`config.mk`:
```
export PLATFORM = sky130hd
export DESIGN_NAME = rgbe_queue
export DESIGN_NICKNAME = d
export VERILOG_FILES = /design/src/design/rgbe_pkg.sv /design/src/design/rgbe_queue.sv
export SDC_FILE = /design/constraint.sdc
export NUM_CORES = 1
export LEC_CHECK = 0
export BUFFER_PORTS_ARGS = -buffer_cell sky130_fd_sc_hd__buf_2
export CAP_MARGIN = 20
export CORE_ASPECT_RATIO = 0.6
export CORE_UTILIZATION = 45
export CTS_CLUSTER_DIAMETER = 120
export DETAILED_ROUTE_END_ITERATION = 16
export GPL_ROUTABILITY_DRIVEN = 0
export GPL_TIMING_DRIVEN = 0
export HOLD_SLACK_MARGIN = 0.08
export PLACE_DENSITY = 0.68
export SLEW_MARGIN = 20
export SYNTH_ARGS = -nofsm -noshare
export SYNTH_HDL_FRONTEND = slang
export SYNTH_SLANG_ARGS = --single-unit
```
`constraint.sdc`:
```
create_clock -name clk -period 3.81 [get_ports clk]
set_input_delay 0.762 -clock clk [delete_from_list [all_inputs] [get_ports clk]]
set_output_delay 0.762 -clock clk [all_outputs]
set_load 0.01 [all_outputs]
```
`src/design/rgbe_pkg.sv`:
```
`timescale 1ns / 1ps
`default_nettype none
// ----------------------------------------------------------------------------
// rgbe_pkg
// types, constants and helpers shared by the rgb emboss filter modules
// ----------------------------------------------------------------------------
package rgbe_pkg;

	localparam int MAX_WIDTH   = 1024;
	localparam int MAX_HEIGHT  = 1024;
	localparam int CHAN_W      = 8;
	localparam int CNT_W       = 10;
	localparam int DIM_W       = 11;
	localparam int CFG_IDX_W   = 1;
	localparam int STORE_DEPTH = 2 * MAX_WIDTH + 2;
	localparam int PTR_W       = $clog2(STORE_DEPTH);
	localparam int QDEPTH      = 4;
	localparam int QPTR_W      = $clog2(QDEPTH);
	localparam int QCNT_W      = $clog2(QDEPTH + 1);

	localparam logic [DIM_W-1:0] RESET_WIDTH  = DIM_W'(640);
	localparam logic [DIM_W-1:0] RESET_HEIGHT = DIM_W'(480);
	localparam logic [DIM_W-1:0] MIN_DIM      = DIM_W'(3);
	localparam logic [DIM_W-1:0] MAX_WIDTH_V  = DIM_W'(MAX_WIDTH);
	localparam logic [DIM_W-1:0] MAX_HEIGHT_V = DIM_W'(MAX_HEIGHT);

	typedef enum logic [CFG_IDX_W-1:0] {
		CFG_IMAGE_WIDTH  = 1'b0,
		CFG_IMAGE_HEIGHT = 1'b1
	} cfg_idx_t;

	typedef struct packed {
		logic [CHAN_W-1:0] chan_c;
		logic [CHAN_W-1:0] chan_b;
		logic [CHAN_W-1:0] chan_a;
	} pix_t;

	typedef struct packed {
		logic [CHAN_W-1:0] emb_a;
		logic [CHAN_W-1:0] emb_b;
		logic [CHAN_W-1:0] emb_c;
		logic [CNT_W-1:0]  out_row;
		logic [CNT_W-1:0]  out_col;
		logic              frame_end;
	} res_t;

	typedef struct packed {
		pix_t             now;
		pix_t             old;
		logic [CNT_W-1:0] row;
		logic [CNT_W-1:0] col;
		logic             frame_end;
	} q_entry_t;

	typedef struct packed {
		logic     valid;
		q_entry_t entry;
	} q_push_t;

	typedef struct packed {
		logic     valid;
		q_entry_t entry;
	} q_head_t;

	localparam int PIX_W = $bits(pix_t);

	function automatic logic [DIM_W-1:0] clamp_dim(input logic [DIM_W-1:0] v,
		input logic [DIM_W-1:0] maxv);
		logic [DIM_W-1:0] r;
		if (v < MIN_DIM) begin
			r = MIN_DIM;
		end else if (v > maxv) begin
			r = maxv;
		end else begin
			r = v;
		end
		return r;
	endfunction

endpackage
`default_nettype wire

```
`src/design/rgbe_queue.sv`:
```
`timescale 1ns / 1ps
`default_nettype none
// ----------------------------------------------------------------------------
// rgbe_queue
// short fifo between the classifying front and the emboss back end
// ----------------------------------------------------------------------------
module rgbe_queue (
	input  wire logic                        clk,
	input  wire logic                        arst_n,
	input  wire rgbe_pkg::q_push_t           q_push,
	input  wire logic                        pop,
	output      rgbe_pkg::q_head_t           head,
	output      logic [rgbe_pkg::QCNT_W-1:0] count
);

	rgbe_pkg::q_entry_t          mem_q [rgbe_pkg::QDEPTH];
	logic [rgbe_pkg::QPTR_W-1:0] wr_ptr_q;
	logic [rgbe_pkg::QPTR_W-1:0] rd_ptr_q;
	logic [rgbe_pkg::QCNT_W-1:0] count_q;
	logic                        do_pop;

	assign do_pop = pop && (count_q != '0);
	assign count  = count_q;

	always_comb begin
		head.valid = count_q != '0;
		head.entry = mem_q[rd_ptr_q];
	end

	always_ff @(posedge clk) begin
		if (q_push.valid) begin
			mem_q[wr_ptr_q] <= q_push.entry;
		end
	end

	always_ff @(posedge clk or negedge arst_n) begin
		if (!arst_n) begin
			wr_ptr_q <= '0;
			rd_ptr_q <= '0;
			count_q  <= '0;
		end else begin
			if (q_push.valid) begin
				wr_ptr_q <= wr_ptr_q + 1'b1;
			end
			if (do_pop) begin
				rd_ptr_q <= rd_ptr_q + 1'b1;
			end
			count_q <= count_q + rgbe_pkg::QCNT_W'(q_push.valid)
				- rgbe_pkg::QCNT_W'(do_pop);
		end
	end

`ifndef NO_ASSERTIONS
	a_no_overflow: assert property (@(posedge clk) disable iff (!arst_n)
		q_push.valid |-> (count_q != rgbe_pkg::QCNT_W'(rgbe_pkg::QDEPTH)))
		else $error("queue written while full");
	a_count_bound: assert property (@(posedge clk) disable iff (!arst_n)
		count_q <= rgbe_pkg::QCNT_W'(rgbe_pkg::QDEPTH))
		else $error("queue count out of range");
`endif

endmodule
`default_nettype wire

```
==> impl_summary.log, run 1 <==
[metrics] status: completed
[metrics] I/O pin cnt: 146
[metrics] Min-Delay Endpoint: mem_q[0][22]
[metrics] placeable core region: 0.02239 mm²
[metrics] Yosys top cell by area: sky130_fd_sc_hd__edfxtp_1
[metrics] dominant delay contributor by cell family on the critical path: buffers and inverters
[metrics] slowest stage delay, CP: 0.39 ns
[metrics] worst path buffer plus inverter count: 3
[metrics] overflow left after global routing: 0
[metrics] number of H-tree branching levels: 1
[metrics] capture instance of the worst register-to-register path: count[2]
[metrics] clock transition at the register clock pins on the worst setup and hold paths after CTS: 0.07 ns
[metrics] number of input and output port buffers inserted: 145
[metrics] Mapped Cells: 395
[metrics] post-layout power: 9.826 mW
[metrics] critical path cell sequence: clkbuf_1 > buf_2 > mux4_2 > buf_2
[metrics] vias in the first global route: 4990
[metrics] Synth Net Count: 475
[metrics] Slew @ Worst Pin: 0.4692 ns
[metrics] minimum period implied by the final worst setup slack: 2.887 ns
[metrics] Die Outline Area: 0.02381 mm²
[metrics] cts repair resizes: 0
[metrics] setup_tns: 0 ns
[metrics] synth warn: 0
[metrics] setup repair after global routing missed its margin: false
[metrics] std cell rows: 42
[metrics] endpoint kind of the worst setup timing path: output pin
[metrics] FF-to-FF Start: count[1]
[metrics] chip width: 198.5 µm
[metrics] nets: 654
[metrics] leading cell types by total area after synthesis: sky130_fd_sc_hd__edfxtp_1 79%, sky130_fd_sc_hd__mux4_2 15%, sky130_fd_sc_hd__dfrtp_1 1.7%
[metrics] CP dominant cell by count: sky130_fd_sc_hd__buf_2
[metrics] CTS tree: yes
[metrics] clock root buffer master: sky130_fd_sc_hd__clkbuf_16
[metrics] internal reg-to-reg setup slack: 1.72 ns
[metrics] Slew HR: 0.6872
[metrics] final setup vio count: 0
[metrics] average cell area after synthesis: 26.41 µm²
[metrics] Seq cells post-synth: 283
[metrics] final setup skew: 0.01020 ns
[metrics] total routing usage reported by global routing: 0.1653
[metrics] ratio of cells with drive above 1 in the final layout: 0.4731
[metrics] max-slew violation count: 0
[metrics] VDD IR-drop max: 466.6 µV
[metrics] starting density of the core: 0.4659
[metrics] TritonCTS buffer count: 26
[metrics] remaining routing DRC violations: 0
[metrics] initial antenna violation count: 3
[metrics] clock sink count: 283
[metrics] launching element type of the critical path: register
[metrics] reported leakage power: 4.347 nW
[metrics] worst-case clock buffer depth: 3
[metrics] Cell Pwr Density: 781.7 mW/mm²
[metrics] post-route clock period utilization: 0.7578
[metrics] Skew-Pair Late Insertion Delay: 0.52 ns
[metrics] routed vias: 4714
[metrics] highest net fanout along the worst path: 10
[metrics] remaining antenna violation count: 0
[metrics] CP required: 3.05 ns
[metrics] worst setup path class: register to output pin
[metrics] average routed wire per standard cell: 21.04 µm
[metrics] maximum capacitance violations: 0
[metrics] post-synth top area share: 0.7946
[metrics] wire length after detailed routing: 19050 µm
[metrics] Achievable Freq: 346.3 MHz
[metrics] area added between synthesis and finish: 20.51%
[metrics] register area share after synthesis: 0.8114
[metrics] Final Hold Vio Count: 0
[metrics] drt first pass iters: 6
[metrics] HPWL after DPL: 11860 µm
[metrics] signal arrival time at the worst endpoint: 2.13 ns
[metrics] worst hold path startpoint: q_push[22]
[metrics] Hold Path Stages: 1
[metrics] mean number of vias per cell: 5.209
[metrics] global-route wire length before repair: 29040 µm
[metrics] slowest stage cell on the critical path: sky130_fd_sc_hd__mux4_2
[metrics] synthesized cell area: 0.01043 mm²
[metrics] number of design-rule violations left by the first detailed-router iteration: 268
[metrics] number of distinct library cells after synthesis: 19
[metrics] Hold Crit Class: input pin to register
[metrics] path depth of the worst reg2reg path: 7
[metrics] maximum number of pins on one net before global-route repair: 46
[metrics] height of the die: 119.9 µm
[routing by layer]
metal	global-route usage	routed length (µm)	up-vias	part of all wire
li1	-	-	2057	-
met1	0.2326	8484	2487	0.45
met2	0.2553	8709	144	0.46
met3	0.05453	1567	24	0.082
met4	0.03077	275	2	0.014
met5	0	8	-	0.00042
[worst register-to-register path: stages, from the launching register on]
cell	delay, ns
sky130_fd_sc_hd__dfrtp_1	0.42
sky130_fd_sc_hd__o31a_1	0.34
sky130_fd_sc_hd__ha_1	0.28
sky130_fd_sc_hd__inv_1	0.04
sky130_fd_sc_hd__ha_1	0.18
sky130_fd_sc_hd__fa_1	0.38
sky130_fd_sc_hd__xnor2_1	0.21
sky130_fd_sc_hd__xnor2_1	0.15
[flip-flops by register name, indices dropped and copies added (netlist names)]
register	flops
count	3
mem_q	276
rd_ptr_q	2
wr_ptr_q	2
[worst max-delay path by stage]
| stage | from | end | cells past startpoint |
|---|---|---|---|
| 2_1_floorplan | q_push[69] | mem_q[0][0] | 1 |
| 3_3_place_gp | q_push[69] | mem_q[1][17] | 2 |
| 3_5_place_dp | rd_ptr_q[1] | head[63] | 4 |
| 4_1_cts | rd_ptr_q[1] | head[63] | 4 |
| 5_1_grt | rd_ptr_q[1] | head[63] | 4 |
| 6_report | rd_ptr_q[1] | head[10] | 4 |
[metrics by stage]
step                instances  hold slack, ns  utilization  cell area (µm²)  setup slack (ns)
floorplan                 395          0.4664            -            10430            0.9957
global placement          848          0.5075       0.5155            11540           -0.4866
detailed placement        853          0.5441       0.5215            11670             1.380
CTS                       902          0.4229       0.5611            12560            0.8038
global route              902          0.4194       0.5611            12560            0.7579
finish                    905          0.4470       0.5615            12570            0.9227
[kinds of logic (layout without fill, tap and decap cells)]
logic type | count (synthesis) | count (layout) | synth area share
compound gates | 3 | 3 | 0.002159
simple gates | 6 | 6 | 0.003359
buf+inv | 22 | 221 | 0.02039
xor+xnor | 5 | 5 | 0.004199
fa+ha+maj | 7 | 7 | 0.009117
other cells | 0 | 3 | 0
flops | 283 | 283 | 0.8114
mux | 69 | 69 | 0.1494
[report_power, final]
group	internal, mW	leakage, nW	switching (mW)
Combinational	1.43	1.29	1.56
Clock	1.54	0.438	1.09
Sequential	4.07	2.62	0.134
Total	7.04	4.35	2.78
[layout by cell type (no fill, tap or decap), drive strengths merged, types with 4 or more instances in the layout]
master and instances:
edfxtp 276, buf 165, mux4 69, clkbuf 34, clkinv 11, dfrtp 7
inv 6, ha 6, and2 4
[cell type report]
| class | instances | area (µm²) |
|---|---|---|
| fillers | 1704 | 9817 |
| flip-flops and latches | 283 | 8463 |
| multi-input cells | 90 | 1764 |
| repair buffers | 151 | 858.3 |
| clock buffers | 33 | 718.2 |
| well taps | 308 | 385.4 |
| plain buffers | 16 | 190.2 |
| clock inverters | 15 | 160.2 |
| inverters | 6 | 22.52 |
| diodes | 3 | 7.507 |
[cell usage after synthesis]
library cell / instances
sky130_fd_sc_hd__o21ai_0: 1
sky130_fd_sc_hd__or3_1: 1
sky130_fd_sc_hd__mux4_1: 1
sky130_fd_sc_hd__ha_1: 6
sky130_fd_sc_hd__edfxtp_1: 276
sky130_fd_sc_hd__fa_1: 1
sky130_fd_sc_hd__o31a_1: 1
sky130_fd_sc_hd__buf_2: 7
sky130_fd_sc_hd__xor2_1: 2
sky130_fd_sc_hd__buf_12: 7
sky130_fd_sc_hd__dfrtp_1: 7
sky130_fd_sc_hd__xnor2_1: 3
sky130_fd_sc_hd__nand2_1: 1
sky130_fd_sc_hd__mux4_2: 68
sky130_fd_sc_hd__clkbuf_1: 1
sky130_fd_sc_hd__o311ai_0: 1
sky130_fd_sc_hd__inv_1: 6
sky130_fd_sc_hd__and2_1: 4
sky130_fd_sc_hd__buf_6: 1
[what timing repair did]
action,in CTS,in global routing
hold buffers,1,0
setup buffers,0,0
endpoints found under the hold margin,7,0
endpoints found under the setup margin,0,0
(Power assumes the default switching activity.)
==> inputs of run 2 (changes only) <==
--- a/config.mk
+++ b/config.mk
@@ -14,7 +14,7 @@
 export GPL_ROUTABILITY_DRIVEN = 0
 export GPL_TIMING_DRIVEN = 0
 export HOLD_SLACK_MARGIN = 0.08
-export PLACE_DENSITY = 0.68
+export PLACE_DENSITY = 0.71
 export SLEW_MARGIN = 20
 export SYNTH_ARGS = -nofsm -noshare
 export SYNTH_HDL_FRONTEND = slang
==> constraint.sdc (replaced) <==
create_clock -name clk -period 2.4 [get_ports clk]
set_input_delay 0.48 -clock clk [delete_from_list [all_inputs] [get_ports clk]]
set_output_delay 0.48 -clock clk [all_outputs]
set_load 0.01 [all_outputs]
==> impl_summary.log, run 2 (same netlist as run 1, synthesis figures left out) <==
[metrics] signal arrival time at the worst endpoint: 1.95 ns
[metrics] routed vias: 4658
[metrics] setup_tns: -0.07609 ns
[metrics] chip width: 198.5 µm
[metrics] vias in the first global route: 5095
[metrics] Slew @ Worst Pin: 0.5549 ns
[metrics] final cell area excluding filler cells: 0.01285 mm²
[metrics] timing startpoint of the critical path: rd_ptr_q[0]
[metrics] nets: 653
[metrics] wire length after detailed routing: 18920 µm
[metrics] worst hold path startpoint: q_push[22]
[metrics] drt first pass iters: 4
[metrics] CP required: 1.92 ns
[metrics] Final Hold Vio Count: 0
[metrics] post-layout power: 16.39 mW
[metrics] max-slew violation count: 0
[metrics] CP dominant cell by count: sky130_fd_sc_hd__buf_12
[metrics] slowest stage delay, CP: 0.55 ns
[metrics] endpoint kind of the worst setup timing path: output pin
[metrics] Skew-Pair Late Insertion Delay: 0.53 ns
[metrics] Post-Place Worst Slack: 0.1928 ns
[metrics] status: finished with violations
[metrics] minimum period implied by the final worst setup slack: 2.433 ns
[metrics] clock sink count: 283
[metrics] CTS tree: yes
[metrics] worst-case clock buffer depth: 3
[metrics] number of design-rule violations left by the first detailed-router iteration: 235
[metrics] dominant delay contributor by cell family on the critical path: multiplexers
[metrics] post-route clock period utilization: 1.014
[metrics] Largest register FFs: 276
[metrics] std cell rows: 42
[metrics] violations in the final reports: negative setup slack
[metrics] worst setup path class: register to output pin
[metrics] launching element type of the critical path: register
[metrics] Cell Pwr Density: 1275 mW/mm²
[metrics] clock transition at the register clock pins on the worst setup and hold paths after CTS: 0.06 ns
[metrics] slowest stage cell on the critical path: sky130_fd_sc_hd__mux4_2
[metrics] most frequent standard cell in the layout excluding fill and tap cells: sky130_fd_sc_hd__edfxtp_1
[metrics] number of H-tree branching levels: 1
[metrics] height of the die: 119.9 µm
[metrics] mean number of vias per cell: 5.170
[metrics] Achievable Freq: 411.0 MHz
[metrics] total routing usage reported by global routing: 0.1653
[metrics] reported leakage power: 4.428 nW
[metrics] overflow left after global routing: 0
[metrics] setup ws final: -0.03297 ns
[metrics] average routed wire per standard cell: 21.00 µm
[metrics] ratio of cells with drive above 1 in the final layout: 0.4645
[metrics] clock root buffer master: sky130_fd_sc_hd__clkbuf_16
[metrics] remaining routing DRC violations: 0
[metrics] starting density of the core: 0.4659
[metrics] final setup vio count: 8
[metrics] final setup skew: 0.02216 ns
[metrics] remaining antenna violation count: 0
[metrics] Hold Crit Class: input pin to register
[metrics] highest net fanout along the worst path: 10
[metrics] worst path buffer plus inverter count: 3
[metrics] I/O pin cnt: 146
[metrics] area added between synthesis and finish: 23.25%
[metrics] critical path cell sequence: buf_12 > buf_12 > mux4_2 > buf_6
[metrics] most frequent cells in the layout: 276 x sky130_fd_sc_hd__edfxtp_1, 103 x sky130_fd_sc_hd__buf_2, 68 x sky130_fd_sc_hd__mux4_2, 47 x sky130_fd_sc_hd__buf_6, 27 x sky130_fd_sc_hd__clkbuf_16
[metrics] maximum number of pins on one net before global-route repair: 41
[metrics] Largest Register: mem_q
[metrics] Slew HR: 0.6301
[metrics] initial antenna violation count: 0
[metrics] HPWL after DPL: 11600 µm
[metrics] Die Outline Area: 0.02381 mm²
[metrics] Hold Slack: 0.1639 ns
[metrics] FF-to-FF Start: count[1]
[metrics] TritonCTS buffer count: 26
[metrics] maximum capacitance violations: 0
[metrics] global-route wire length before repair: 29160 µm
[metrics] VDD IR-drop max: 812.8 µV
[metrics] setup repair after global routing missed its margin: true
[metrics] number of input and output port buffers inserted: 145
[metrics] placed cell area: 0.01165 mm²
[metrics] placeable core region: 0.02239 mm²
-- run 2: cell count changes in the layout (fill, tap and decap cells not counted), sizes merged --
| cell | before | now |
|---|---|---|
| clkbuf | 34 | 31 |
| clkinvlp | 1 | 2 |
| bufinv | 3 | 4 |
| diode | 3 | 1 |
| buf | 165 | 164 |
-- run 2: timing repair --
item | CTS | global route
setup endpoints to repair | 69 | 69
resized for setup | 31 | 21
hold buffers | 1 | 0
endpoints found under the hold margin | 7 | 0
pin swaps | 0 | 0
setup buffers | 1 | 0
-- run 2: area by class of cell --
cell class              instances  area, µm²
diodes                          1      2.502
plain buffers                  15      200.2
clock buffers                  30      686.9
clock inverters                17      188.9
fillers                      1646       9532
inverters                       6      22.52
multi-input cells              90       1764
flip-flops and latches        283       8464
well taps                     308      385.4
repair buffers                151       1140
-- run 2: path summary, 6_finish.rpt --
path,end,slack [ns],cells past startpoint
setup / recovery,head[16],-0.03,4
hold / removal,mem_q[0][22],0.16,1
setup reg to reg,count[2],0.14,7
hold reg to reg,wr_ptr_q[0],0.57,1
max in group asynchronous,rd_ptr_q[1],1.92,2
min in group asynchronous,count[0],0.31,2
-- run 2: routing by layer --
layer	global-route usage	wire [µm]	vias up
met2	0.2603	8803	142
li1	-	-	2060
met5	0	0	-
met3	0.04103	1198	33
met4	0.03606	388	0
met1	0.2352	8532	2423
-- run 2: power by group --
group | switching (mW) | total, mW | internal, mW
clock | 1.73 | 4.21 | 2.48
combinational | 2.58 | 5.45 | 2.87
sequential | 0.260 | 6.72 | 6.46
-- run 2: worst reg2reg max path: cells and delay by family (launching register included) --
family,cells,cell delay (ns)
AOI/OAI and AO/OA,1,0.37
xor gates and xnor gates,2,0.42
adders and majority gates,3,0.89
buffers and inverters,1,0.05
DFF,1,0.45
-- run 2: through the flow --
step | cells | util
final | 901 | 0.5742
after global routing | 900 | 0.5741
after CTS | 900 | 0.5684
after detailed placement | 852 | 0.5206
after global placement | 848 | 0.5158
after floorplan | 395 | -
