===== src/design/rgbe_pkg.sv =====
`timescale 1ns / 1ps
`default_nettype none
// ----------------------------------------------------------------------------
// rgbe_pkg
// types, constants and helpers shared by the rgb emboss filter modules
// ----------------------------------------------------------------------------
package rgbe_pkg;

	localparam int MAX_WIDTH   = 1024;
	localparam int MAX_HEIGHT  = 1024;
	localparam int CHAN_W      = 8;
	localparam int CNT_W       = 10;
	localparam int DIM_W       = 11;
	localparam int CFG_IDX_W   = 1;
	localparam int STORE_DEPTH = 2 * MAX_WIDTH + 2;
	localparam int PTR_W       = $clog2(STORE_DEPTH);
	localparam int QDEPTH      = 4;
	localparam int QPTR_W      = $clog2(QDEPTH);
	localparam int QCNT_W      = $clog2(QDEPTH + 1);

	localparam logic [DIM_W-1:0] RESET_WIDTH  = DIM_W'(640);
	localparam logic [DIM_W-1:0] RESET_HEIGHT = DIM_W'(480);
	localparam logic [DIM_W-1:0] MIN_DIM      = DIM_W'(3);
	localparam logic [DIM_W-1:0] MAX_WIDTH_V  = DIM_W'(MAX_WIDTH);
	localparam logic [DIM_W-1:0] MAX_HEIGHT_V = DIM_W'(MAX_HEIGHT);

	typedef enum logic [CFG_IDX_W-1:0] {
		CFG_IMAGE_WIDTH  = 1'b0,
		CFG_IMAGE_HEIGHT = 1'b1
	} cfg_idx_t;

	typedef struct packed {
		logic [CHAN_W-1:0] chan_c;
		logic [CHAN_W-1:0] chan_b;
		logic [CHAN_W-1:0] chan_a;
	} pix_t;

	typedef struct packed {
		logic [CHAN_W-1:0] emb_a;
		logic [CHAN_W-1:0] emb_b;
		logic [CHAN_W-1:0] emb_c;
		logic [CNT_W-1:0]  out_row;
		logic [CNT_W-1:0]  out_col;
		logic              frame_end;
	} res_t;

	typedef struct packed {
		pix_t             now;
		pix_t             old;
		logic [CNT_W-1:0] row;
		logic [CNT_W-1:0] col;
		logic             frame_end;
	} q_entry_t;

	typedef struct packed {
		logic     valid;
		q_entry_t entry;
	} q_push_t;

	typedef struct packed {
		logic     valid;
		q_entry_t entry;
	} q_head_t;

	localparam int PIX_W = $bits(pix_t);

	function automatic logic [DIM_W-1:0] clamp_dim(input logic [DIM_W-1:0] v,
		input logic [DIM_W-1:0] maxv);
		logic [DIM_W-1:0] r;
		if (v < MIN_DIM) begin
			r = MIN_DIM;
		end else if (v > maxv) begin
			r = maxv;
		end else begin
			r = v;
		end
		return r;
	endfunction

endpackage
`default_nettype wire


===== src/design/rgbe_back.sv =====
`timescale 1ns / 1ps
`default_nettype none
// ----------------------------------------------------------------------------
// rgbe_back
// emboss arithmetic on the queue head and the result output register
// ----------------------------------------------------------------------------
module rgbe_back (
	input  wire logic              clk,
	input  wire logic              arst_n,
	input  wire rgbe_pkg::q_head_t head,
	output      logic              pop,
	output      logic              res_valid,
	input  wire logic              res_ready,
	output      rgbe_pkg::res_t    res
);

	logic           res_valid_q;
	rgbe_pkg::res_t res_q;
	rgbe_pkg::res_t res_d;

	function automatic logic [rgbe_pkg::CHAN_W-1:0] emboss(
		input logic [rgbe_pkg::CHAN_W-1:0] now,
		input logic [rgbe_pkg::CHAN_W-1:0] old);
		logic signed [rgbe_pkg::CHAN_W+1:0] s;
		logic [rgbe_pkg::CHAN_W-1:0]        r;
		s = $signed({2'b00, now}) - $signed({2'b00, old})
			+ $signed((rgbe_pkg::CHAN_W + 2)'(128));
		if (s < 0) begin
			r = '0;
		end else if (s > $signed((rgbe_pkg::CHAN_W + 2)'(255))) begin
			r = '1;
		end else begin
			r = s[rgbe_pkg::CHAN_W-1:0];
		end
		return r;
	endfunction

	assign pop       = head.valid && (!res_valid_q || res_ready);
	assign res_valid = res_valid_q;
	assign res       = res_q;

	always_comb begin
		res_d.emb_a     = emboss(head.entry.now.chan_a, head.entry.old.chan_a);
		res_d.emb_b     = emboss(head.entry.now.chan_b, head.entry.old.chan_b);
		res_d.emb_c     = emboss(head.entry.now.chan_c, head.entry.old.chan_c);
		res_d.out_row   = head.entry.row;
		res_d.out_col   = head.entry.col;
		res_d.frame_end = head.entry.frame_end;
	end

	always_ff @(posedge clk or negedge arst_n) begin
		if (!arst_n) begin
			res_valid_q <= 1'b0;
		end else if (pop) begin
			res_valid_q <= 1'b1;
		end else if (res_ready) begin
			res_valid_q <= 1'b0;
		end
	end

	always_ff @(posedge clk) begin
		if (pop) begin
			res_q <= res_d;
		end
	end

endmodule
`default_nettype wire


===== config.mk =====
export PLATFORM = sky130hd
export DESIGN_NAME = rgbe_back
export DESIGN_NICKNAME = d
export VERILOG_FILES = /design/src/design/rgbe_pkg.sv /design/src/design/rgbe_back.sv
export SDC_FILE = /design/constraint.sdc
export NUM_CORES = 1
export LEC_CHECK = 0
export BUFFER_PORTS_ARGS = -buffer_cell sky130_fd_sc_hd__buf_2
export CORE_MARGIN = 2
export CORE_UTILIZATION = 45
export DETAILED_ROUTE_END_ITERATION = 10
export GPL_TIMING_DRIVEN = 0
export PLACE_DENSITY_LB_ADDON = 0.25
export SLEW_MARGIN = 10
export SYNTH_ARGS = -nofsm -noshare
export SYNTH_HDL_FRONTEND = slang
export SYNTH_SLANG_ARGS = --single-unit

===== constraint.sdc =====
create_clock -name clk -period 2.55 [get_ports clk]
set_input_delay 0.255 -clock clk [delete_from_list [all_inputs] [get_ports clk]]
set_output_delay 0.255 -clock clk [all_outputs]
set_load 0.005 [all_outputs]

==> flow_summary.json, run 1 <==
{
  "seq_power_share_pct": 48.4,
  "max_stage_delay_ns": 0.36,
  "grt_pass1_vias": 1992,
  "total_power_uw": 2010,
  "grt_max_degree": 29,
  "hold_viol": 0,
  "synth_edf_count": 45,
  "cts.clk_slew.worst_paths_ns": 0.08,
  "swShare_pct": 28.5,
  "avgSynthCellArea_um2": 11.1,
  "netlist-cell-type-count": 26,
  "fin_tns_setup_ns": 0,
  "path_max_fanout": 8,
  "drv_slew": 0,
  "antenna_found_initial": 0,
  "dr.pass1.iters": 4,
  "max-cap-violations": 0,
  "root_buffer": "clkbuf_8",
  "outcome": "completed",
  "ioPinCount": 120,
  "fin_util_pct": 59.8,
  "min_period_over_period_pct": 92.8,
  "cts_sinks": 46,
  "core_mm2": 0.00585,
  "drc_errors": 0,
  "synth_nets": 349,
  "die_y_um": 81.3,
  "synth_top_cell_by_area": "edfxtp_1",
  "place_congestion": 0.795,
  "timing.final.crit_period_ns": 2.37,
  "ys_ff_latch": 46,
  "rows": 28,
  "die_x_um": 81.3,
  "power.density_mw_per_mm2": 575,
  "synth_flop_cell": "edfxtp_1",
  "arrival_ns": 2.39,
  "final_antenna_net_count": 0,
  "cts_tree": "built",
  "p_leak_uw": 0.00167,
  "cp_data_required_time_ns": 2.58,
  "syn-instance-count": 243,
  "rsz0062_at_grt": "no",
  "path_cells": "buf_2, inv_1, ha_1, inv_1, fa_2, a21oi_2, o211ai_1, a21o_1, a21o_1, a21oi_2, ha_4, clkbuf_1, nor2b_1",
  "critPathTopFamily": "compound AO/OA/AOI/OAI gates",
  "grt.total_usage_pct": 16.5,
  "io_buffer_count": 119,
  "drt-vias-per-instance": 4.83,
  "die_area_mm2": 0.00662,
  "drt_iter0_markers": 42,
  "pwr-share-clk_pct": 21.2,
  "synthArstFlopShare_pct": 2.17,
  "peakVddDrop_uv": 274,
  "crit_path_start_kind": "input pin",
  "placed_cells": 438,
  "critPathSlowestCell": "fa_2",
  "gr-total-overflow": 0,
  "ys_top_cells_by_count": "edfxtp_1 (45), inv_1 (42), ha_1 (30)",
  "max_slew.worst_pin.slew_ns": 0.496,
  "setup_violations": 0,
  "hpwl_mm": 4.39,
  "worstHoldPathType": "input pin to flip-flop",
  "routedWlPerCell_um": 11.9,
  "grt_pass1_wl_mm": 8.45,
  "slew_headroom_pct": 66.9,
  "area_growth_pct": 30.0,
  "synth_warnings": 0,
  "criticalPathCategory": "input pin to flip-flop",
  "vias": 2134,
  "p_sw_uw": 572,
  "diodes": 0,
  "nets": 472,
  "synth_area_leaders": "edfxtp_1 (50%), ha_1 (14%), inv_1 (5.9%)",
  "fin_worst_skew_ns": 0.00369,
  "cts_buffers": 5,
  "max_freq_ghz": 0.423,
  "start_util_pct": 46.0,
  "yosysTopAreaCellShare_pct": 50.2,
  "internal-power_uw": 1440,
  "clock_latency_ns": 0.28,
  "ctsLongestPathBuffers": 2,
  "synth_most_common_cell": "edfxtp_1",
  "drive_gt1_share_pct": 38.1,
  "fin_cells": 442,
  "p_comb_share_pct": 30.4,
  "ys_seq_area_share_pct": 51.1,
  "htreeDepth": 2,
  "syn-cell-area_mm2": 0.00269,
  "critPathCaptureType": "flip-flop",
  "hold_ws_ns": 0.140,
  "routed_wl_mm": 5.27,
  "timing.critical_path.buf_inv": 4
}
[timing repair]
action	in CTS	in global routing
resized for setup	0	4
setup buffers	0	0
pin swaps	0	2
endpoints found under the hold margin	1	0
endpoints found under the setup margin	3	11
hold buffers	1	0
[routing by layer]
metal  share of wire [%]  track usage, %
met2                  50            29.7
met1                  40            19.3
met5                   0               0
met4                0.47            3.05
met3                  10            5.11
[power by group through the flow]
stage	clock network (µW)	logic, µW	registers, µW
2_1_floorplan	0	366	1000
3_3_place_gp	0	577	990
3_5_place_dp	0	604	992
4_1_cts	444	605	974
5_1_grt	471	701	981
6_report	426	612	973
[logic make-up after synthesis]
logic type	Yosys count	synth area share [%]
AO/OA/AOI/OAI	65	14.9
XOR/XNOR	12	3.91
adder cells (fa/ha/maj)	33	16.2
buffers and inverters	48	6.69
flip-flops	46	51.1
multiplexers	1	0.372
AND/OR/NAND/NOR	38	6.79
[state kept, by name, summed over array words and instances, names as in the netlist]
name	cells
res_valid	1
res	45
[final timing paths]
path	to	slack (ns)	startpoint	cells past startpoint
worst min register to register	res_valid$_DFFE_PN0P_	0.52	res_valid$_DFFE_PN0P_	2
worst max-delay path	res[24]$_SDFFCE_PN0P_	0.18	head[61]	13
min in group asynchronous	res_valid$_DFFE_PN0P_	0.28	arst_n	2
max in group asynchronous	res_valid$_DFFE_PN0P_	2.19	arst_n	2
worst min-delay path	res[0]$_DFFE_PP_	0.14	head[0]	1
worst max register to register	res[29]$_SDFFCE_PN0P_	1.06	res_valid$_DFFE_PN0P_	3
[final cells by class]
cell class	count	area [µm²]
inverter	42	158
timing repair buffer	121	626
sequential	46	1380
clock buffer	6	72.6
fill	532	2350
buffer	1	3.75
clock inverter	2	13.8
tap	75	93.8
multi-input combinational	149	1160
[through the flow]
step / area (µm²) / setup slack [ns]
2_1_floorplan: 2700 / 0.0354
3_3_place_gp: 3380 / -0.255
3_5_place_dp: 3410 / -0.330
4_1_cts: 3490 / 0.0178
5_1_grt: 3500 / 0.0128
6_report: 3500 / 0.184
[cell usage in the layout, fill, tap and decap left out, drive strengths merged, types with 5 or more instances in the layout]
master,count
a21o,6
a21oi,30
buf,120
clkbuf,7
edfxtp,45
ha,30
inv,42
nand2,12
nand2b,8
nand3,5
nor2,8
o21ai,18
xnor2,12
Note: power is estimated with default switching activity, not from simulation.
==> inputs of run 2 (changes only) <==
Settings changed: ABC_AREA from default to 1.
==> flow_summary.json, run 2 <==
{
  "outcome": "completed",
  "place_congestion": 0.893,
  "r2r_cells": 2,
  "yosysTopAreaCellShare_pct": 47.6,
  "synth_nets": 416,
  "cts_buffers": 5,
  "criticalPathCategory": "input pin to flip-flop",
  "startpoint": "head[45]",
  "min_period_over_period_pct": 88.0,
  "max_freq_ghz": 0.445,
  "ioPinCount": 120,
  "ys_ff_latch": 46,
  "ctsLongestPathBuffers": 2,
  "peakVddDrop_uv": 319,
  "area_growth_pct": 29.3,
  "p_leak_uw": 0.00197,
  "placed_area_mm2": 0.00357,
  "cts_sinks": 46,
  "cpMostUsedCell": "nand2_1",
  "drc_errors": 0,
  "timing.critical_path.buf_inv": 5,
  "grt_use_met3_pct": 4.08,
  "synth_warnings": 0,
  "total_power_uw": 1980,
  "io_buffer_count": 119,
  "ys_top_cells_by_count": "nand2_1 (80), inv_1 (70), edfxtp_1 (45)",
  "largest_register_ffs": 45,
  "final_cell_mix": "buf_2 (120), nand2_1 (80), inv_1 (70)",
  "netlist-cell-type-count": 19,
  "worstReg2RegStart": "res_valid$_DFFE_PN0P_",
  "drive_gt1_share_pct": 32.6,
  "cp.depth": 17,
  "vias": 2358,
  "fin_cells": 514,
  "max_stage_delay_ns": 0.39,
  "max_slew.worst_pin.slew_ns": 0.775,
  "routed_wl_mm": 5.63,
  "place_ws_ns": -0.0203,
  "grt.met1_usage_pct": 20.3,
  "drt-vias-per-instance": 4.59,
  "rsz0062_at_grt": "no",
  "syn-cell-area_mm2": 0.00284,
  "critPathTopFamily": "adder cells",
  "critPathCapture": "res[40]$_SDFFCE_PN0P_",
  "gr-max-usage-layer": "met2",
  "avgSynthCellArea_um2": 9.16,
  "diodes": 0,
  "drv_slew": 0,
  "grt_pass1_vias": 2266,
  "nets": 544,
  "synth_most_common_cell": "nand2_1",
  "synthArstFlopShare_pct": 2.17,
  "hold_viol": 0,
  "core_mm2": 0.00603,
  "setup_ws_ns": 0.305,
  "hpwl_mm": 4.69,
  "critPathCaptureType": "flip-flop",
  "crit_path_start_kind": "input pin",
  "die_x_um": 83.4,
  "final_common_cell": "buf_2",
  "gr-total-overflow": 0,
  "worstHoldPathType": "input pin to flip-flop",
  "arrival_ns": 2.31,
  "critPathSlowestCell": "fa_1",
  "placed_cells": 505,
  "cp_data_required_time_ns": 2.61,
  "grt_pass1_wl_mm": 9.61,
  "cts.clk_slew.worst_paths_ns": 0.09,
  "setup_violations": 0,
  "fin_worst_skew_ns": 0.0103,
  "max-cap-violations": 0,
  "grt.total_usage_pct": 16.8,
  "start_util_pct": 47.1,
  "synth_area_leaders": "edfxtp_1 (48%), ha_1 (13%), nand2_1 (11%)",
  "clock_latency_ns": 0.29,
  "synth_edf_count": 45,
  "rrSetupSlack_ns": 0.90,
  "cts_tree": "built",
  "use_met2_pct": 29.2,
  "htreeDepth": 2,
  "synth_flop_cell": "edfxtp_1",
  "timing.final.crit_period_ns": 2.25,
  "rows": 28,
  "path_max_fanout": 8,
  "synth_top_cell_by_area": "edfxtp_1",
  "power.density_mw_per_mm2": 541,
  "drt_iter0_markers": 78,
  "final_antenna_net_count": 0,
  "die_area_mm2": 0.00696,
  "routedWlPerCell_um": 11.0,
  "grt_max_degree": 26,
  "path_cells": "buf_2, inv_1, ha_1, inv_1, fa_1, nand2_1, nand2_1, nand3b_1, nand2_1, nand2_1, nand2_1, a21oi_2, ha_1, clkbuf_1, nand2_1, o21ai_1, inv_1",
  "syn-instance-count": 310,
  "die_y_um": 83.4,
  "dr.pass1.iters": 4,
  "reg2reg_to": "res[23]$_SDFFCE_PN0P_",
  "post_cts_resized": 0,
  "slew_headroom_pct": 48.2,
  "antenna_found_initial": 0,
  "root_buffer": "clkbuf_8",
  "design_area_mm2": 0.00367,
  "ys_seq_area_share_pct": 48.5
}
[run 2: how the worst min path moves through the flow]
stage	to	cells after the start	slack (ns)	from
2_1_floorplan	res_valid$_DFFE_PN0P_	0	-0.04	arst_n
3_3_place_gp	res_valid$_DFFE_PN0P_	1	0.03	arst_n
3_5_place_dp	res_valid$_DFFE_PN0P_	1	0.03	arst_n
4_1_cts	res[14]$_DFFE_PP_	1	0.12	head[14]
5_1_grt	res[6]$_DFFE_PP_	1	0.11	head[6]
6_report	res[2]$_DFFE_PP_	1	0.13	head[2]
[run 2: cell families after synthesis]
kind of cell	share of synthesized area, %
AND/OR/NAND/NOR	19.2
flip-flops	48.5
buffers and inverters	9.70
adder cells (fa/ha/maj)	15.3
XOR/XNOR	0.926
AO/OA/AOI/OAI	6.39
[run 2: cell type report]
type / instances / area (µm²)
Inverter: 70 / 263
Timing Repair Buffer: 121 / 633
Multi-Input combinational cell: 191 / 1200
Clock buffer: 5 / 68.8
Fill cell: 561 / 2360
Clock inverter: 3 / 23.8
Buffer: 3 / 12.5
Sequential cell: 46 / 1380
Tap cell: 75 / 93.8
[run 2: per-layer routing]
| metal | up-vias | routed length (µm) |
|---|---|---|
| met1 | 1020 | 2450 |
| li1 | 1244 | - |
| met4 | 0 | 113 |
| met3 | 9 | 415 |
| met2 | 85 | 2650 |
| met5 | - | 0 |
[run 2: where the power goes]
group	switching [µW]	leakage, µW	total, µW	internal [µW]
clock network	251	0.0000408	447	196
registers	15.6	0.000438	955	939
logic	326	0.00149	583	257
[run 2: worst register-to-register path, stage by stage, from the launching register on]
cell and delay, ns:
dfrtp_1 0.43, a21oi_4 0.65, buf_16 0.26
[run 2: through the flow]
stage / hold WS [ns] / util [%] / setup TNS (ns)
CTS: 0.119 / 60.9 / 0
detailed placement: 0.0308 / 59.2 / -0.0406
finish: 0.129 / 60.9 / 0
floorplan: -0.0406 / - / 0
global placement: 0.0303 / 58.6 / -6.50
global route: 0.113 / 60.9 / 0
[run 2: repair_timing]
action	CTS	global route
setup buffers	0	0
hold endpoints to repair	1	0
hold buffers	1	0
==> inputs of run 3 (changes only) <==
--- a/config.mk
+++ b/config.mk
@@ -13,2 +13,3 @@
 export GPL_TIMING_DRIVEN = 0
+export MAX_ROUTING_LAYER = met4
 export PLACE_DENSITY_LB_ADDON = 0.25
==> constraint.sdc (replaced) <==
create_clock -name clk -period 2.55 [get_ports clk]
set_input_delay 0.3825 -clock clk [delete_from_list [all_inputs] [get_ports clk]]
set_output_delay 0.3825 -clock clk [all_outputs]
set_load 0.005 [all_outputs]
==> flow_summary.json, run 3 <==
{
  "ioPinCount": 120,
  "synth_top_cell_by_area": "edfxtp_1",
  "post_cts_resized": 0,
  "stop_stage": "5_2_route",
  "syn-instance-count": 310,
  "postCtsSetupRepairBufs": 0,
  "grt_max_degree": 26,
  "rows": 28,
  "endpoint_type": "register data pin",
  "synth_edf_count": 45,
  "grt_worst_setup_endpoint": "res[33]$_SDFFCE_PN0P_/D",
  "synth_flop_cell": "edfxtp_1",
  "synth_most_common_cell": "nand2_1",
  "netlist-cell-type-count": 19,
  "htreeDepth": 2,
  "cts_sinks": 46,
  "start_util_pct": 47.1,
  "grt_pass1_vias": 2267,
  "synth_nets": 416,
  "io_buffer_count": 119,
  "avgSynthCellArea_um2": 9.16,
  "ys_ff_latch": 46,
  "outcome": "aborted with a tool error",
  "ys_top_cells_by_count": "nand2_1 (80), inv_1 (70), edfxtp_1 (45)",
  "ctsLongestPathBuffers": 2,
  "die_x_um": 83.4,
  "gr-total-overflow": 0,
  "syn-cell-area_mm2": 0.00284,
  "grt.total_usage_pct": 17.3,
  "antenna_found_initial": 0,
  "yosysTopAreaCellShare_pct": 47.6,
  "hpwl_mm": 4.69,
  "synth_warnings": 0,
  "ys_seq_area_share_pct": 48.5,
  "synth_area_leaders": "edfxtp_1 (48%), ha_1 (13%), nand2_1 (11%)",
  "place_congestion": 0.908,
  "grt_pass1_wl_mm": 9.60,
  "die_y_um": 83.4,
  "root_buffer": "clkbuf_8",
  "tool.error": "[ERROR DRT-0255] Maze Route cannot find path of net clk in worker of routeBox ( 48300 0 ) ( 83430 48300 ).",
  "synthArstFlopShare_pct": 2.17,
  "cts_buffers": 5
}
-- run 3: cell counts after synthesis --
No cell type changed its count.
-- run 3: cell families after synthesis --
kind of cell	after synthesis	synth area share, %
flops	46	48.5
compound gates	31	6.39
buf+inv	73	9.70
fa+ha+maj	33	15.3
simple gates	124	19.2
xor+xnor	3	0.926
-- run 3: repair_timing --
action,in CTS,in global routing
hold buffers,1,0
hold endpoints to repair,1,0
setup endpoints to repair,0,6
-- run 3: metal layers --
layer and track usage [%]:
met2 29.2, met1 20.3, met5 -, met3 4.08, met4 6.01
-- run 3: per-stage QoR --
step                      cells  worst slack [ns]  setup TNS, ns  hold WS, ns  instance area, µm²
after detailed placement    505            -0.148         -0.937        0.158                3570
after floorplan             310             0.220              0       0.0869                2840
after CTS                   514             0.168              0        0.247                3670
after global placement      504            -0.559         -13.07        0.158                3530
after global routing        512            0.0768              0        0.241                3660
==> inputs of run 4 (changes only) <==
Settings changed: CORE_UTILIZATION 45 to 30, MAX_ROUTING_LAYER met4 to default, PLACE_DENSITY_LB_ADDON 0.25 to 0.15.
==> flow_summary.json, run 4 (same netlist as run 2, synthesis figures left out) <==
{
  "outcome": "completed",
  "gr-total-overflow": 0,
  "p_leak_uw": 0.00197,
  "final_antenna_net_count": 0,
  "cts_tree": "built",
  "max-cap-violations": 0,
  "fin_cells": 548,
  "ioPinCount": 120,
  "fin_worst_skew_ns": 0.00470,
  "grt_max_degree": 25,
  "diodes": 0,
  "placed_area_mm2": 0.00361,
  "criticalPathCategory": "input pin to flip-flop",
  "rrSetupSlack_ns": 0.88,
  "die_x_um": 101,
  "drive_gt1_share_pct": 32.3,
  "grt_pass1_vias": 2230,
  "postCtsSetupRepairBufs": 0,
  "drv_slew": 0,
  "crit_path_start_kind": "input pin",
  "place_congestion": 0.743,
  "max_slew.worst_pin.slew_ns": 0.818,
  "ctsLongestPathBuffers": 2,
  "grt_pass1_wl_mm": 9.63,
  "cp_data_required_time_ns": 2.61,
  "cts_sinks": 46,
  "start_util_pct": 30.9,
  "drt_iter0_markers": 67,
  "die_area_mm2": 0.0103,
  "largest_register_ffs": 45,
  "hold_viol": 0,
  "worstHoldPathType": "input pin to flip-flop",
  "hpwl_mm": 4.85,
  "area_growth_pct": 30.2,
  "htreeDepth": 2,
  "power.density_mw_per_mm2": 531,
  "grt.total_usage_pct": 11.6,
  "root_buffer": "clkbuf_8",
  "arrival_ns": 2.31,
  "startpoint": "head[45]",
  "drt-vias-per-instance": 4.27,
  "routed_wl_mm": 5.80,
  "cts.clk_slew.worst_paths_ns": 0.09,
  "dr.pass1.iters": 4,
  "nets": 542,
  "post_cts_resized": 0,
  "design_area_mm2": 0.00370,
  "io_buffer_count": 119,
  "final_common_cell": "buf_2",
  "setup_violations": 0,
  "vias": 2341,
  "worstReg2RegStart": "res_valid$_DFFE_PN0P_",
  "path_max_fanout": 8,
  "clock_latency_ns": 0.29,
  "critPathCaptureType": "flip-flop",
  "routedWlPerCell_um": 10.6,
  "die_y_um": 101,
  "peakVddDrop_uv": 232,
  "r2r_cells": 2,
  "drc_errors": 0,
  "min_period_over_period_pct": 88.4,
  "final_cell_mix": "buf_2 (120), nand2_1 (80), inv_1 (70)",
  "rows": 35,
  "rsz0062_at_grt": "no",
  "antenna_found_initial": 0,
  "reg2reg_to": "res[24]$_SDFFCE_PN0P_",
  "timing.final.crit_period_ns": 2.25,
  "core_mm2": 0.00920,
  "slew_headroom_pct": 45.3,
  "critPathCapture": "res[40]$_SDFFCE_PN0P_",
  "max_freq_ghz": 0.444,
  "cts_buffers": 5,
  "placed_cells": 541
}
[run 4: worst max-delay path: stages]
cell	delay, ns
buf_2	0.09
inv_1	0.07
ha_1	0.14
inv_1	0.05
fa_1	0.39
nand2_1	0.08
nand2_1	0.08
nand3b_1	0.11
nand2_1	0.06
nand2_1	0.07
nand2_1	0.06
a21oi_2	0.12
ha_1	0.32
nand2_1	0.09
o21ai_1	0.13
inv_1	0.06
[run 4: layer usage]
layer,track usage (%),routed length (µm),up-vias
met1,14.2,2590,1016
li1,-,-,1241
met5,0,0,-
met2,20.5,2680,79
met4,2.81,51,0
met3,3.04,481,5
[run 4: final cells by class]
class	count	area (µm²)
clock inverters	2	8.76
clock buffers	6	72.6
repair buffers	121	633
multi-input cells	191	1200
well taps	111	139
fillers	980	5500
plain buffers	1	5.00
inverters	70	263
flip-flops and latches	46	1380
[run 4: worst min path at each step]
| stage | start | slack, ns | end | cells after the start |
|---|---|---|---|---|
| after floorplan | arst_n | 0.09 | res_valid$_DFFE_PN0P_ | 0 |
| after global placement | arst_n | 0.16 | res_valid$_DFFE_PN0P_ | 1 |
| after detailed placement | arst_n | 0.16 | res_valid$_DFFE_PN0P_ | 1 |
| after CTS | head[8] | 0.25 | res[8]$_DFFE_PP_ | 1 |
| after global routing | head[14] | 0.24 | res[14]$_DFFE_PP_ | 1 |
| final | head[14] | 0.26 | res[14]$_DFFE_PP_ | 1 |
[run 4: metrics by stage]
step / power (µW) / hold slack [ns] / TNS, ns / util (%) / worst slack [ns]
after floorplan: 1350 / 0.0869 / 0 / - / 0.220
after global placement: 1550 / 0.158 / -19.70 / 38.9 / -0.705
after detailed placement: 1570 / 0.158 / -1.19 / 39.3 / -0.205
after CTS: 2000 / 0.252 / 0 / 40.3 / 0.116
after global routing: 2120 / 0.241 / 0 / 40.2 / 0.0376
final: 1960 / 0.263 / 0 / 40.2 / 0.296
[run 4: report_power, final]
group	switching, µW	leakage (µW)	internal, µW	total [µW]
combinational	326	0.00149	258	584
sequential	17.4	0.000438	939	957
clock	234	0.0000426	189	423
total	577	0.00197	1390	1960
[run 4: timing repair]
action	CTS	global route
setup endpoints to repair	0	6
hold buffers	1	0
endpoints found under the hold margin	1	0
